==> src/rtl/core/line_follow_dual_pid_speed_core_defines.svh <==
// Assertion macros shared by the line follower speed core
`ifndef LINE_FOLLOW_DUAL_PID_SPEED_CORE_DEFINES_SVH
`define LINE_FOLLOW_DUAL_PID_SPEED_CORE_DEFINES_SVH

// condition holds at every edge out of reset
`define LFDS_ASSERT_ALWAYS(lbl, cond, msg) \
	lbl: assert property (@(posedge clk) disable iff (!arst_n) (cond)) else $error(msg);

// same-cycle implication
`define LFDS_ASSERT_IMPLY(lbl, ante, cons, msg) \
	lbl: assert property (@(posedge clk) disable iff (!arst_n) (ante) |-> (cons)) \
		else $error(msg);

// next-cycle implication
`define LFDS_ASSERT_NEXT(lbl, ante, cons, msg) \
	lbl: assert property (@(posedge clk) disable iff (!arst_n) (ante) |=> (cons)) \
		else $error(msg);

`endif

==> src/rtl/core/lfds_pkg.sv <==
// Types and constants of the line follower speed core
package lfds_pkg;

	localparam int SENSOR_W = 12;
	localparam int COUNT_W = 32;
	localparam int GAIN_W = 24;
	localparam int SPEED_W = 16;
	localparam int DUTY_W = 17;
	localparam int ERR_W = 32;
	localparam int INTEG_W = 48;

	localparam int TICKS_PER_SECOND = 100;
	localparam int LINE_THRESHOLD = 2048;
	localparam int OVERFLOW_DELTA = 50000;
	localparam int DUTY_FULL = 65536;

	// weighted line error spans +/-6*4095
	localparam int LINE_W = 16;
	// base +/- offset spans -65535..131070
	localparam int TGT_W = SPEED_W + 2;
	localparam int TICK_W = $clog2(TICKS_PER_SECOND + 1) + 1;

	// registers from lane input to lane duty output
	localparam int LANE_LAT = 5;
	localparam int FIFO_DEPTH = 8;
	localparam int PTR_W = $clog2(FIFO_DEPTH);
	localparam int FILL_W = $clog2(FIFO_DEPTH + 1);

	localparam int REG_COUNT = 8;
	localparam int DATA_W = 32;
	localparam int ADDR_W = $clog2(REG_COUNT * 4);

	localparam logic signed [GAIN_W-1:0] KP_RESET = 24'sd6554;
	localparam logic signed [GAIN_W-1:0] KI_RESET = 24'sd66;
	localparam logic signed [GAIN_W-1:0] KD_RESET = 24'sd655360;
	localparam logic [SPEED_W-1:0] BASE_RESET = 16'd3500;
	localparam logic [SPEED_W-1:0] OFFSET_RESET = 16'd500;

	typedef enum logic [1:0] {
		STEER_STRAIGHT = 2'd0,
		STEER_RIGHT    = 2'd1,
		STEER_LEFT     = 2'd2
	} steer_t;

	typedef enum logic [2:0] {
		REG_KP_LEFT,
		REG_KI_LEFT,
		REG_KD_LEFT,
		REG_KP_RIGHT,
		REG_KI_RIGHT,
		REG_KD_RIGHT,
		REG_BASE_SPEED,
		REG_STEER_OFFSET
	} reg_idx_t;

	typedef struct packed {
		logic signed [GAIN_W-1:0] kp;
		logic signed [GAIN_W-1:0] ki;
		logic signed [GAIN_W-1:0] kd;
	} gains_t;

	typedef struct packed {
		logic                      vld;
		logic signed [TGT_W-1:0]   target;
		logic signed [COUNT_W-1:0] delta;
	} lane_in_t;

	typedef struct packed {
		logic   vld;
		logic   encoder_reset;
		steer_t steer;
	} side_t;

	typedef struct packed {
		logic [DUTY_W-1:0] left_duty;
		logic [DUTY_W-1:0] right_duty;
		logic              encoder_reset;
		steer_t            steer;
	} result_t;

endpackage

==> src/rtl/core/lfds_front.sv <==
// Front stage: line error, steering targets, encoder deltas and overflow
module lfds_front import lfds_pkg::*; (
	input  logic                      clk,
	input  logic                      arst_n,
	input  logic                      accept,
	input  logic [SENSOR_W-1:0]       sensor_1,
	input  logic [SENSOR_W-1:0]       sensor_2,
	input  logic [SENSOR_W-1:0]       sensor_3,
	input  logic [SENSOR_W-1:0]       sensor_4,
	input  logic [SENSOR_W-1:0]       sensor_5,
	input  logic [SENSOR_W-1:0]       sensor_6,
	input  logic signed [COUNT_W-1:0] left_count,
	input  logic signed [COUNT_W-1:0] right_count,
	input  logic [SPEED_W-1:0]        base_speed,
	input  logic [SPEED_W-1:0]        steer_offset,
	output lane_in_t                  left_s1,
	output lane_in_t                  right_s1,
	output side_t                     side_s1
);

	localparam logic signed [LINE_W-1:0] THR = LINE_W'(LINE_THRESHOLD);
	localparam logic signed [COUNT_W-1:0] OVF = COUNT_W'(OVERFLOW_DELTA);

	logic signed [LINE_W-1:0]  w1, w2, w3, w4, w5, w6;
	logic signed [LINE_W-1:0]  pos, neg, line;
	logic signed [TGT_W-1:0]   bs, os, t_up, t_dn, tgt_l, tgt_r;
	steer_t                    steer;
	logic signed [COUNT_W-1:0] dl, dr;
	logic                      ovf;

	logic signed [COUNT_W-1:0] last_left_q, last_right_q;
	logic                      vld_s1;
	logic signed [TGT_W-1:0]   tgt_l_s1, tgt_r_s1;
	logic signed [COUNT_W-1:0] dl_s1, dr_s1;
	logic                      rst_s1;
	steer_t                    steer_s1;

	assign w1 = LINE_W'($signed({1'b0, sensor_1}));
	assign w2 = LINE_W'($signed({1'b0, sensor_2}));
	assign w3 = LINE_W'($signed({1'b0, sensor_3}));
	assign w4 = LINE_W'($signed({1'b0, sensor_4}));
	assign w5 = LINE_W'($signed({1'b0, sensor_5}));
	assign w6 = LINE_W'($signed({1'b0, sensor_6}));

	// both halves stay within +/-24570, so no intermediate overflow
	assign pos  = (w1 <<< 1) + w1 + (w2 <<< 1) + w3;
	assign neg  = w4 + (w5 <<< 1) + (w6 <<< 1) + w6;
	assign line = pos - neg;

	assign bs   = TGT_W'($signed({1'b0, base_speed}));
	assign os   = TGT_W'($signed({1'b0, steer_offset}));
	assign t_up = bs + os;
	assign t_dn = bs - os;

	always_comb begin
		steer = STEER_STRAIGHT;
		tgt_l = bs;
		tgt_r = bs;
		if (line > THR) begin
			steer = STEER_RIGHT;
			tgt_l = t_dn;
			tgt_r = t_up;
		end else if (line < -THR) begin
			steer = STEER_LEFT;
			tgt_l = t_up;
			tgt_r = t_dn;
		end
	end

	// wrapping 32-bit difference against the last count
	assign dl  = left_count - last_left_q;
	assign dr  = right_count - last_right_q;
	assign ovf = (dl > OVF) || (dr > OVF);

	always_ff @(posedge clk or negedge arst_n) begin
		if (!arst_n) begin
			vld_s1       <= 1'b0;
			last_left_q  <= '0;
			last_right_q <= '0;
		end else begin
			vld_s1 <= accept;
			if (accept) begin
				last_left_q  <= ovf ? '0 : left_count;
				last_right_q <= ovf ? '0 : right_count;
			end
		end
	end

	always_ff @(posedge clk) begin
		if (accept) begin
			tgt_l_s1 <= tgt_l;
			tgt_r_s1 <= tgt_r;
			dl_s1    <= dl;
			dr_s1    <= dr;
			rst_s1   <= ovf;
			steer_s1 <= steer;
		end
	end

	assign left_s1  = '{vld: vld_s1, target: tgt_l_s1, delta: dl_s1};
	assign right_s1 = '{vld: vld_s1, target: tgt_r_s1, delta: dr_s1};
	assign side_s1  = '{vld: vld_s1, encoder_reset: rst_s1, steer: steer_s1};

endmodule

==> config.mk <==
export PLATFORM = sky130hd
export DESIGN_NAME = lfds_front
export DESIGN_NICKNAME = d
export VERILOG_FILES = /design/src/rtl/core/line_follow_dual_pid_speed_core_defines.svh /design/src/rtl/core/lfds_pkg.sv /design/src/rtl/core/lfds_front.sv
export SDC_FILE = /design/constraint.sdc
export NUM_CORES = 1
export LEC_CHECK = 0
export BUFFER_PORTS_ARGS = -buffer_cell sky130_fd_sc_hd__buf_2
export CORE_UTILIZATION = 25
export CTS_CLUSTER_DIAMETER = 60
export DETAILED_ROUTE_END_ITERATION = 8
export PLACE_DENSITY = 0.44
export SETUP_SLACK_MARGIN = 0.3
export SYNTH_ARGS = -nofsm -noshare
export SYNTH_HDL_FRONTEND = slang
export SYNTH_SLANG_ARGS = --single-unit
==> constraint.sdc <==
create_clock -name clk -period 11.25 [get_ports clk]
set_clock_uncertainty 0.2 [all_clocks]
set_input_delay 0.5625 -clock clk [delete_from_list [all_inputs] [get_ports clk]]
set_output_delay 0.5625 -clock clk [all_outputs]
set_load 0.01 [all_outputs]
==> flow_summary_export.csv <==
group,metric,value,unit
route,wl_met1,18720,um
yosys,synth_cells,1549,
final_layout,nets,2145,
final_layout,fillers,6032,
clock_network,cts_tree,"yes",
timing,finalSetupTns,0,ps
route,met2_wirelength,19880,um
yosys,syn_area_per_cell,9.235,sq um
pwr,p_comb_share,65.6,%
clock_network,cts.hold.buffers_added,0,
route,routed_wl,41130,um
floorplanning,core-area,0.05650,sq mm
final_layout,mostFrequentLayoutCells,"buf_2 (275), inv_1 (264), nand2_1 (125)",
timing,period_needed,6915,ps
final_layout,final_cell_area,0.01697,sq mm
final_layout,drive_above_1_share,18.46,%
floorplanning,start_util,25.32,%
yosys,ys_async_sr_fraction,38.92,%
global_route,grt_pass1_wl,64070,um
final_layout,utilization,30.03,%
global_route,grt_overflow,0,
clock_network,clk_path_buf_depth,2,
run_status,status,"complete, no violations",
yosys,ys_seq_area_share,32.78,%
global_route,grt_pass1_vias,11855,
route,drt-wirelength-per-cell,16.06,um
final_layout,areaGrowthSynthToFinish,18.60,%
placement,dpl.hpwl,32340,um
clock_network,cts_max_level,4,
timing,hold_viol_final,0,
timing,tightest_slew,983.7,ps
yosys,synth-edff-count,102,
yosys,netlist_top_cells_area,"edfxtp_1 (21%), dfrtp_1 (11%), fa_1 (10%), ha_1 (10%), inv_1 (6.9%)",
pwr,p_sw,2.427,mW
placement,dpl-instance-area,0.01638,sq mm
yosys,synth_seq_cells,167,
worst_setup_path,crit_type,"input pin to flop",
timing,whs,128.0,ps
worst_setup_path,crit_path_max_fanout,23,
global_route,grt_usage,14.35,%
yosys,synth_top_family_by_area,"adder cells",
clock_network,cts_resized,0,
floorplanning,fp.dieArea,0.05818,sq mm
clock_network,cts_buffers,17,
route,drc,0,
yosys,synth_mux_area_share,0.4286,%
floorplanning,die_y,241.2,um
placement,pre_cts_ws,3854,ps
pwr,ir_worst_vdd,174.5,uV
route,drtAntennaViolNets,0,
timing,period_share,61.47,%
route,top_layer,"met5",
pwr,pwr-share-clk,11.6,%
floorplanning,rows,87,
yosys,yosys.area.top_type,"edfxtp_1",
pwr,p_int,2.705,mW
worst_setup_path,cp-end-kind,"flop",
pwr,seq_power_share,22.8,%
placement,dp.cells,2522,
clock_network,ctsRootBufferMaster,"clkbuf_16",
global_route,grt_antenna_before_repair,12,
route,drtIter0Drc,609,
run,maxCapViolCount,0,
timing,relSlewSlack,34.42,%
yosys,yosysWarnings,0,
final_layout,final_common_cell,"buf_2",
timing,fmax,144.6,MHz
timing,finalMaxSlewViolations,0,
timing,setup_slack,4335,ps
clock_network,clock_latency,480,ps
route,wl_met3,1602,um
worst_setup_path,crit_path_start_kind,"input pin",
pwr,powerDensity,302.5,mW/mm^2
floorplanning,ios,277,
global_route,grt_max_degree,88,
timing,finalSetupViolations,0,
final_layout,final_cell_count_no_fill,2560,
worst_setup_path,worstPathArrival,6910,ps
yosys,synthFlopType,"edfxtp_1",
worst_setup_path,cp.required,11240,ps
placement,port_buffers,276,
pwr,power.leakage,7.674,nW
yosys,netlist.area_leader.share,21.41,%
clock_network,post_cts.repair.setup_buffers,0,
yosys,synth-adder-area-share,20.41,%
yosys,syn-num-nets,1909,
route,via_count,11955,
clock_network,clkTransAtPathRegs,70,ps
yosys,synth_xor_area_share,4.776,%
pwr,swShare,47.30,%
pwr,total_power,5.132,mW
timing,rsz0062_at_grt,"no",
floorplanning,die_w,241.2,um
yosys,ys_types,79,
placement,routabilityCongestion,0.8230,
yosys,synth_compound_area_share,19.44,%
clock_network,clock_sinks,167,
yosys,synthSimpleGateAreaFrac,12.99,%
yosys,netlist_area,0.01430,sq mm
hold_path,holdCritPathClass,"input pin to async pin",
route,vias_per_cell,4.670,
route,drt_pass1_iterations,5,
-- kinds of logic (layout without fill, tap and decap cells) --
family,Yosys count,after routing
AO/OA/AOI/OAI,403,403
AND/OR/NAND/NOR,376,376
buffers and inverters,330,579
adder cells (fa/ha/maj),189,189
flip-flops,167,167
XOR/XNOR,78,78
multiplexers,6,6
other,0,6
-- synthesized netlist by cell type (6+ instances only) --
cell       instances
inv_1            264
nand2_1          125
ha_1             115
edfxtp_1         102
a21oi_1           78
fa_1              74
o22ai_1           69
nor2_1            66
dfrtp_1           65
o21ai_0           51
xnor2_1           51
clkbuf_1          44
nor3_1            43
a21o_1            33
xor2_1            27
nand3_1           25
o21a_1            17
nand2b_1          15
nor2b_1           15
o211ai_1          15
and2_1            14
nand4_1           14
o21bai_1          14
a31oi_1           13
and3_1            12
a211o_1           11
or3_1             10
a211oi_1           9
buf_2              9
o31a_1             9
or2_2              9
a221oi_1           7
o31ai_1            7
a2111oi_0          6
buf_4              6
-- metal layers --
metal,vias to the layer above,GRT usage (%)
li1,5900,-
met1,5769,18.45
met2,224,23.63
met3,52,2.745
met4,10,5.658
met5,-,0
-- worst max-delay path: stages --
cell and delay, ps:
buf_2 100, inv_1 60, fa_1 530, inv_1 50
fa_1 470, fa_1 520, fa_1 590, inv_1 70
fa_1 460, nor2b_1 180, o21a_1 120, o21ai_0 140
a21o_1 270, a21oi_1 240, nor2_1 80, o21ai_0 410
xor2_1 310, and3_1 840, mux2_2 670, a222oi_1 220
-- flip-flops by register name, summed over array words and instances (netlist names) --
name,flops
steer_s1,2
tgt_r_s1,17
tgt_l_s1,18
vld_s1,1
dr_s1,32
last_right_q,32
last_left_q,32
dl_s1,32
rst_s1,1
-- power by group through the flow --
stage	sequential [mW]	clock, mW	combinational [mW]
after floorplan	1.26	0	2.39
final	1.17	0.596	3.37
after global routing	1.20	0.640	3.78
after CTS	1.18	0.625	3.40
after detailed placement	1.19	0	3.37
after global placement	1.19	0	3.34
-- worst paths after layout --
kind	slack (ps)	from	end	cells after the start
worst max-delay path	4340	sensor_1[2]	tgt_l_s1[11]	20
worst min-delay path	130	arst_n	last_left_q[22]	2
worst max register to register	5860	last_left_q[15]	last_left_q[0]	14
worst min register to register	340	last_left_q[14]	last_left_q[14]	2
max in group asynchronous	10090	arst_n	last_right_q[16]	2
min in group clk	130	left_count[17]	last_left_q[17]	3
-- area by class of cell --
cell class                 count  area [sq um]  area share, %
tap                          756         945.9          5.575
multi-input combinational   1052          8318          49.03
inverter                     265         994.7          5.863
timing repair buffer         282          1435          8.459
antenna                        6         15.01        0.08850
clock buffer                  18         429.2          2.529
clock inverter                14         138.9         0.8186
sequential                   167          4690          27.64
(Power assumes the default switching activity.)
