**config.mk**
```make
export PLATFORM = sky130hd
export DESIGN_NAME = lfds_merge_flat
export DESIGN_NICKNAME = d
export VERILOG_FILES = /design/src/rtl/core/lfds_pkg.sv /design/src/rtl/core/lfds_ifs.sv /design/src/rtl/core/lfds_merge.sv /design/src/flat_wrapper.sv
export VERILOG_INCLUDE_DIRS = /design/src /design/src/rtl/core
export SDC_FILE = /design/constraint.sdc
export NUM_CORES = 1
export LEC_CHECK = 0
export BUFFER_PORTS_ARGS = -buffer_cell sky130_fd_sc_hd__buf_2
export CORE_MARGIN = 2
export CORE_UTILIZATION = 50
export DETAILED_ROUTE_END_ITERATION = 8
export PLACE_DENSITY = 0.68
export SETUP_SLACK_MARGIN = 0.15
export SYNTH_ARGS = -nofsm -noshare
export SYNTH_HDL_FRONTEND = slang
export SYNTH_SLANG_ARGS = --single-unit
```
**constraint.sdc**
```tcl
create_clock -name clk -period 5.1 [get_ports clk]
set_input_delay 0.765 -clock clk [delete_from_list [all_inputs] [get_ports clk]]
set_output_delay 0.765 -clock clk [all_outputs]
set_load 0.03 [all_outputs]
```
**src/rtl/core/line_follow_dual_pid_speed_core_defines.svh**
```systemverilog
// Assertion macros shared by the line follower speed core
`ifndef LINE_FOLLOW_DUAL_PID_SPEED_CORE_DEFINES_SVH
`define LINE_FOLLOW_DUAL_PID_SPEED_CORE_DEFINES_SVH

// condition holds at every edge out of reset
`define LFDS_ASSERT_ALWAYS(lbl, cond, msg) \
	lbl: assert property (@(posedge clk) disable iff (!arst_n) (cond)) else $error(msg);

// same-cycle implication
`define LFDS_ASSERT_IMPLY(lbl, ante, cons, msg) \
	lbl: assert property (@(posedge clk) disable iff (!arst_n) (ante) |-> (cons)) \
		else $error(msg);

// next-cycle implication
`define LFDS_ASSERT_NEXT(lbl, ante, cons, msg) \
	lbl: assert property (@(posedge clk) disable iff (!arst_n) (ante) |=> (cons)) \
		else $error(msg);

`endif

```
**src/rtl/core/lfds_pkg.sv**
```systemverilog
// Types and constants of the line follower speed core
package lfds_pkg;

	localparam int SENSOR_W = 12;
	localparam int COUNT_W = 32;
	localparam int GAIN_W = 24;
	localparam int SPEED_W = 16;
	localparam int DUTY_W = 17;
	localparam int ERR_W = 32;
	localparam int INTEG_W = 48;

	localparam int TICKS_PER_SECOND = 100;
	localparam int LINE_THRESHOLD = 2048;
	localparam int OVERFLOW_DELTA = 50000;
	localparam int DUTY_FULL = 65536;

	// weighted line error spans +/-6*4095
	localparam int LINE_W = 16;
	// base +/- offset spans -65535..131070
	localparam int TGT_W = SPEED_W + 2;
	localparam int TICK_W = $clog2(TICKS_PER_SECOND + 1) + 1;

	// registers from lane input to lane duty output
	localparam int LANE_LAT = 5;
	localparam int FIFO_DEPTH = 8;
	localparam int PTR_W = $clog2(FIFO_DEPTH);
	localparam int FILL_W = $clog2(FIFO_DEPTH + 1);

	localparam int REG_COUNT = 8;
	localparam int DATA_W = 32;
	localparam int ADDR_W = $clog2(REG_COUNT * 4);

	localparam logic signed [GAIN_W-1:0] KP_RESET = 24'sd6554;
	localparam logic signed [GAIN_W-1:0] KI_RESET = 24'sd66;
	localparam logic signed [GAIN_W-1:0] KD_RESET = 24'sd655360;
	localparam logic [SPEED_W-1:0] BASE_RESET = 16'd3500;
	localparam logic [SPEED_W-1:0] OFFSET_RESET = 16'd500;

	typedef enum logic [1:0] {
		STEER_STRAIGHT = 2'd0,
		STEER_RIGHT    = 2'd1,
		STEER_LEFT     = 2'd2
	} steer_t;

	typedef enum logic [2:0] {
		REG_KP_LEFT,
		REG_KI_LEFT,
		REG_KD_LEFT,
		REG_KP_RIGHT,
		REG_KI_RIGHT,
		REG_KD_RIGHT,
		REG_BASE_SPEED,
		REG_STEER_OFFSET
	} reg_idx_t;

	typedef struct packed {
		logic signed [GAIN_W-1:0] kp;
		logic signed [GAIN_W-1:0] ki;
		logic signed [GAIN_W-1:0] kd;
	} gains_t;

	typedef struct packed {
		logic                      vld;
		logic signed [TGT_W-1:0]   target;
		logic signed [COUNT_W-1:0] delta;
	} lane_in_t;

	typedef struct packed {
		logic   vld;
		logic   encoder_reset;
		steer_t steer;
	} side_t;

	typedef struct packed {
		logic [DUTY_W-1:0] left_duty;
		logic [DUTY_W-1:0] right_duty;
		logic              encoder_reset;
		steer_t            steer;
	} result_t;

endpackage

```
**src/rtl/core/lfds_ifs.sv**
```systemverilog


interface lfds_drive_if import lfds_pkg::*; ();
	logic              valid;
	logic              ready;
	logic [DUTY_W-1:0] left_duty;
	logic [DUTY_W-1:0] right_duty;
	logic              encoder_reset;
	logic [1:0]        steer_state;

	modport source (
		output valid, left_duty, right_duty, encoder_reset, steer_state,
		input ready
	);
	modport sink (
		input valid, left_duty, right_duty, encoder_reset, steer_state,
		output ready
	);
endinterface

```
**src/rtl/core/lfds_merge.sv**
```systemverilog
// Merge of both lanes with the delayed steering info into the result queue
`include "line_follow_dual_pid_speed_core_defines.svh"

module lfds_merge import lfds_pkg::*; (
	input  logic              clk,
	input  logic              arst_n,
	input  side_t             side_s1,
	input  logic              left_vld,
	input  logic [DUTY_W-1:0] left_duty,
	input  logic              right_vld,
	input  logic [DUTY_W-1:0] right_duty,
	lfds_drive_if.source      drive,
	output logic              pop
);

	side_t             side_dly_q [LANE_LAT];
	result_t           fifo_mem [FIFO_DEPTH];
	logic [PTR_W-1:0]  wr_ptr_q, rd_ptr_q;
	logic [FILL_W-1:0] fill_q;
	logic              wr;
	result_t           rd_beat;

	// side info rides alongside the lane stages
	always_ff @(posedge clk or negedge arst_n) begin
		if (!arst_n) begin
			for (int i = 0; i < LANE_LAT; i++) begin
				side_dly_q[i] <= '0;
			end
		end else begin
			side_dly_q[0] <= side_s1;
			for (int i = 1; i < LANE_LAT; i++) begin
				side_dly_q[i] <= side_dly_q[i-1];
			end
		end
	end

	assign wr  = left_vld;
	assign pop = drive.valid & drive.ready;

	always_ff @(posedge clk) begin
		if (wr) begin
			fifo_mem[wr_ptr_q] <= '{
				left_duty:     left_duty,
				right_duty:    right_duty,
				encoder_reset: side_dly_q[LANE_LAT-1].encoder_reset,
				steer:         side_dly_q[LANE_LAT-1].steer
			};
		end
	end

	always_ff @(posedge clk or negedge arst_n) begin
		if (!arst_n) begin
			wr_ptr_q <= '0;
			rd_ptr_q <= '0;
			fill_q   <= '0;
		end else begin
			if (wr) begin
				wr_ptr_q <= (wr_ptr_q == PTR_W'(FIFO_DEPTH - 1)) ? '0 : wr_ptr_q + 1'b1;
			end
			if (pop) begin
				rd_ptr_q <= (rd_ptr_q == PTR_W'(FIFO_DEPTH - 1)) ? '0 : rd_ptr_q + 1'b1;
			end
			case ({wr, pop})
				2'b10:   fill_q <= fill_q + 1'b1;
				2'b01:   fill_q <= fill_q - 1'b1;
				default: fill_q <= fill_q;
			endcase
		end
	end

	assign rd_beat             = fifo_mem[rd_ptr_q];
	assign drive.valid         = (fill_q != '0);
	assign drive.left_duty     = rd_beat.left_duty;
	assign drive.right_duty    = rd_beat.right_duty;
	assign drive.encoder_reset = rd_beat.encoder_reset;
	assign drive.steer_state   = rd_beat.steer;

	`LFDS_ASSERT_ALWAYS(a_lanes_lockstep, (left_vld == right_vld) && (left_vld == side_dly_q[LANE_LAT-1].vld), "lane outputs out of step with side info")
	`LFDS_ASSERT_IMPLY(a_no_overrun, wr, fill_q < FILL_W'(FIFO_DEPTH), "result queue overrun")
	`LFDS_ASSERT_IMPLY(a_duty_range, wr, (left_duty <= DUTY_W'(DUTY_FULL)) && (right_duty <= DUTY_W'(DUTY_FULL)), "duty beyond full scale")
	`LFDS_ASSERT_NEXT(a_fill_drains, pop && !wr, fill_q == $past(fill_q) - 1'b1, "fill count off after a read")

endmodule

```
**src/flat_wrapper.sv**
```systemverilog
// flat-port wrapper written by rule: the top's interface ports become plain ports
module lfds_merge_flat import lfds_pkg::*;
  (clk, arst_n, side_s1, left_vld, left_duty, right_vld, right_duty, pop, drive_valid, drive_left_duty, drive_right_duty, drive_encoder_reset, drive_steer_state, drive_ready);
  lfds_drive_if drive_i ();
  input  logic clk;
  input  logic arst_n;
  input  side_t side_s1;
  input  logic left_vld;
  input  logic [DUTY_W-1:0] left_duty;
  input  logic right_vld;
  input  logic [DUTY_W-1:0] right_duty;
  output logic pop;
  output wire logic [$bits(drive_i.valid)-1:0] drive_valid;
  output wire logic [$bits(drive_i.left_duty)-1:0] drive_left_duty;
  output wire logic [$bits(drive_i.right_duty)-1:0] drive_right_duty;
  output wire logic [$bits(drive_i.encoder_reset)-1:0] drive_encoder_reset;
  output wire logic [$bits(drive_i.steer_state)-1:0] drive_steer_state;
  input wire logic [$bits(drive_i.ready)-1:0] drive_ready;
  assign drive_valid = drive_i.valid;
  assign drive_left_duty = drive_i.left_duty;
  assign drive_right_duty = drive_i.right_duty;
  assign drive_encoder_reset = drive_i.encoder_reset;
  assign drive_steer_state = drive_i.steer_state;
  assign drive_i.ready = drive_ready;
  lfds_merge u_core (.clk(clk), .arst_n(arst_n), .side_s1(side_s1), .left_vld(left_vld), .left_duty(left_duty), .right_vld(right_vld), .right_duty(right_duty), .drive(drive_i), .pop(pop));
endmodule
```
==> flow_summary.toml <==
[floorplanning]
num_rows = 57
die_x_um = 161
dieHeight_um = 161
core_sq_mm = 0.0242
initial_core_util_pct = 50.8
die_area_sq_mm = 0.0259
io_pins = 82

[yosys]
netlist_instances = 504
synth_edf_count = 296
synth-xor-area-share_pct = 0.356
synth_fp_nets = 554
yosys.area_share.simple_pct = 1.05
synth_top_cell_by_area = "edfxtp_1"
ys.flop_type = "edfxtp_1"
synth_compound_area_share_pct = 0.335
synthesis.area_sq_mm = 0.0123
synth_top_area_share_pct = 72.2
ys_seq_area_share_pct = 77.3
synthAdderAreaFrac_pct = 0.712
ys_warn_count = 0
synth.area.mux_share_pct = 18.7
synth_most_common_cell = "edfxtp_1"
ys_ff_latch = 321
async_flop_share_pct = 7.79
synthTopCellsByCount = "edfxtp_1 (296), mux4_2 (64), mux2_4 (35)"
synth_area_leaders = "edfxtp_1 (72%), mux4_2 (12%), dfrtp_1 (5.1%), mux2_4 (4.3%), mux4_1 (2.1%)"
synth.distinct_cells = 27
syn_area_per_cell_sq_um = 24.4
synth_top_family_by_area = "multiplexers"

[drt]
route.detailed.drc = 0
dr_total_vias = 5292
top_layer = "met5"
wl_met2_um = 11300
routed-wl-met3_um = 1250
routedWlPerCell_um = 23.0
drt-total-wl_um = 21900
viasPerCell = 5.54
antenna_left = 0
drt_pass1_iterations = 4
drt_iter0_markers = 544
m1WireLength_um = 9000

[timing]
clock_skew_ns = 0.0190
worstMarginPinSlew_ns = 1.25
fmax_mhz = 271
finalHoldViolCount = 0
tns_ns = 0
final.period_utilization_pct = 72.4
relSlewSlack_pct = 16.3
layout_setup_ws_ns = 1.41
rsz0062_at_grt = "no"
finalMaxSlewViolations = 0
post-route-min-period_ns = 3.69
final-setup-viol-count = 0

[clock_network]
clk_path_buf_depth = 3
clock-sinks = 321
clock_latency_ns = 0.51
cts.clk_slew.worst_paths_ns = 0.06
cts_tree = "built"
hold_buffers = 0
cts_root_buf = "clkbuf_16"
cts-htree-levels = 2
cts.repair.resized = 0
post-cts-setup-buffer-count = 0
numCtsBuffers = 34

[critical_path]
worstPathArrival_ns = 2.93
critPathLaunchType = "flop"
critPathKind = "reg -> out"
cp.required_ns = 4.34
end_kind = "output pin"
regToRegEndpoint = "u_core.fill_q[2]"
rrSetupSlack_ns = 2.43
ff2ff_path_depth = 10
cp_max_fo = 42
rr_startpoint = "u_core.fill_q[1]"

[final_layout]
drive_gt1_share_pct = 39.3
multi_input_area_sq_mm = 0.00265
utilization_pct = 58.1
fillers = 1773
syn2layout_area_growth_pct = 14.4
nets = 659
seqCellArea_sq_mm = 0.00952
antenna_cells = 0
final_cells = 955

[place]
hpwl_um = 12000
dpl.cell_count = 897
portBuffers = 79
dp_worst_setup_slack_ns = 1.87
gp_congestion = 0.677

[global_route]
antenna_found_initial = 2
grt_pass1_wl_um = 33700
grtUsageTotal_pct = 17.5
grt_pass1_vias = 5740
grt_max_degree = 77
grt.overflow.total = 0

[run]
maxCapViolCount = 0

[power]
p_leak_nw = 4.80
vdd_drop_max_uv = 542
p_per_area_mw_per_mm2 = 597

[run_status]
outcome = "complete, no violations"

[min_path]
worstHoldPathType = "in -> async"
## through the flow
stage / hold WS (ns) / total power [mW] / area, sq um
finish: 0.254 / 8.40 / 14100
global route: 0.290 / 8.77 / 14100
CTS: 0.269 / 8.52 / 14100
detailed placement: 0.337 / 6.31 / 13100
global placement: 0.333 / 6.23 / 13100
floorplan: 0.331 / 5.66 / 12300
## logic make-up (layout without fill, tap and decap cells)
logic type | count (synthesis) | after routing
buffers and inverters | 24 | 151
adder cells (fa/ha/maj) | 7 | 7
AND/OR/NAND/NOR | 25 | 25
flip-flops | 321 | 321
multiplexers | 115 | 115
AO/OA/AOI/OAI | 7 | 7
XOR/XNOR | 5 | 5
## power by group
| group | internal [mW] | switching [mW] |
|---|---|---|
| clock network | 1.27 | 0.940 |
| registers | 3.28 | 0.381 |
| logic | 1.23 | 1.30 |
| total | 5.78 | 2.62 |
## worst max-delay path, stage by stage, from the launching register on
cell,delay (ns)
dfrtp_4,0.89
buf_12,0.39
mux4_1,0.61
mux2_4,0.29
buf_2,0.18
## how the worst max path moves through the flow
stage                       start               endpoint  slack, ns  depth (start not counted)
3_3_place_gp   u_core.rd_ptr_q[0]     drive_left_duty[2]       1.88                          4
2_1_floorplan            left_vld  u_core.fifo_mem[0][0]       1.22                          2
6_report       u_core.rd_ptr_q[0]     drive_left_duty[2]       1.41                          4
4_1_cts        u_core.rd_ptr_q[0]   drive_right_duty[13]       1.33                          4
5_1_grt        u_core.rd_ptr_q[0]     drive_left_duty[2]       1.23                          4
3_5_place_dp   u_core.rd_ptr_q[0]   drive_right_duty[13]       1.87                          4
## state kept, by name (all words and copies together) (netlist names)
name and flops:
u_core.fifo_mem 296, u_core.fill_q 4, u_core.rd_ptr_q 3, u_core.side_dly_q 15
u_core.wr_ptr_q 3
## cells in the final DEF (no fill, tap or decap), drive strengths merged
cell,n
ha,7
nand2,5
buf,90
clkbuf,47
or4,1
a21o,1
nor2,8
nor3b,1
a211o,1
dfrtp,25
nand2b,4
nor4bb,1
o21ai,2
xor2,4
edfxtp,296
inv,6
nand3b,2
clkinv,8
nor3,3
mux2,41
mux4,74
a21oi,3
xnor2,1
## per-layer routing
metal | vias to the layer above | track usage (%)
met4 | 2 | 4.63
met5 | - | 0
met1 | 2800 | 23.6
li1 | 2334 | -
met3 | 28 | 3.43
met2 | 128 | 29.7
## final cells by class
cell class	instances	area share, %
tap	324	2.88
clock buffer	47	6.54
multi-input combinational	159	18.9
timing repair buffer	90	3.48
inverter	3	0.0800
sequential	321	67.6
clock inverter	11	0.516
(Power assumes the default switching activity.)
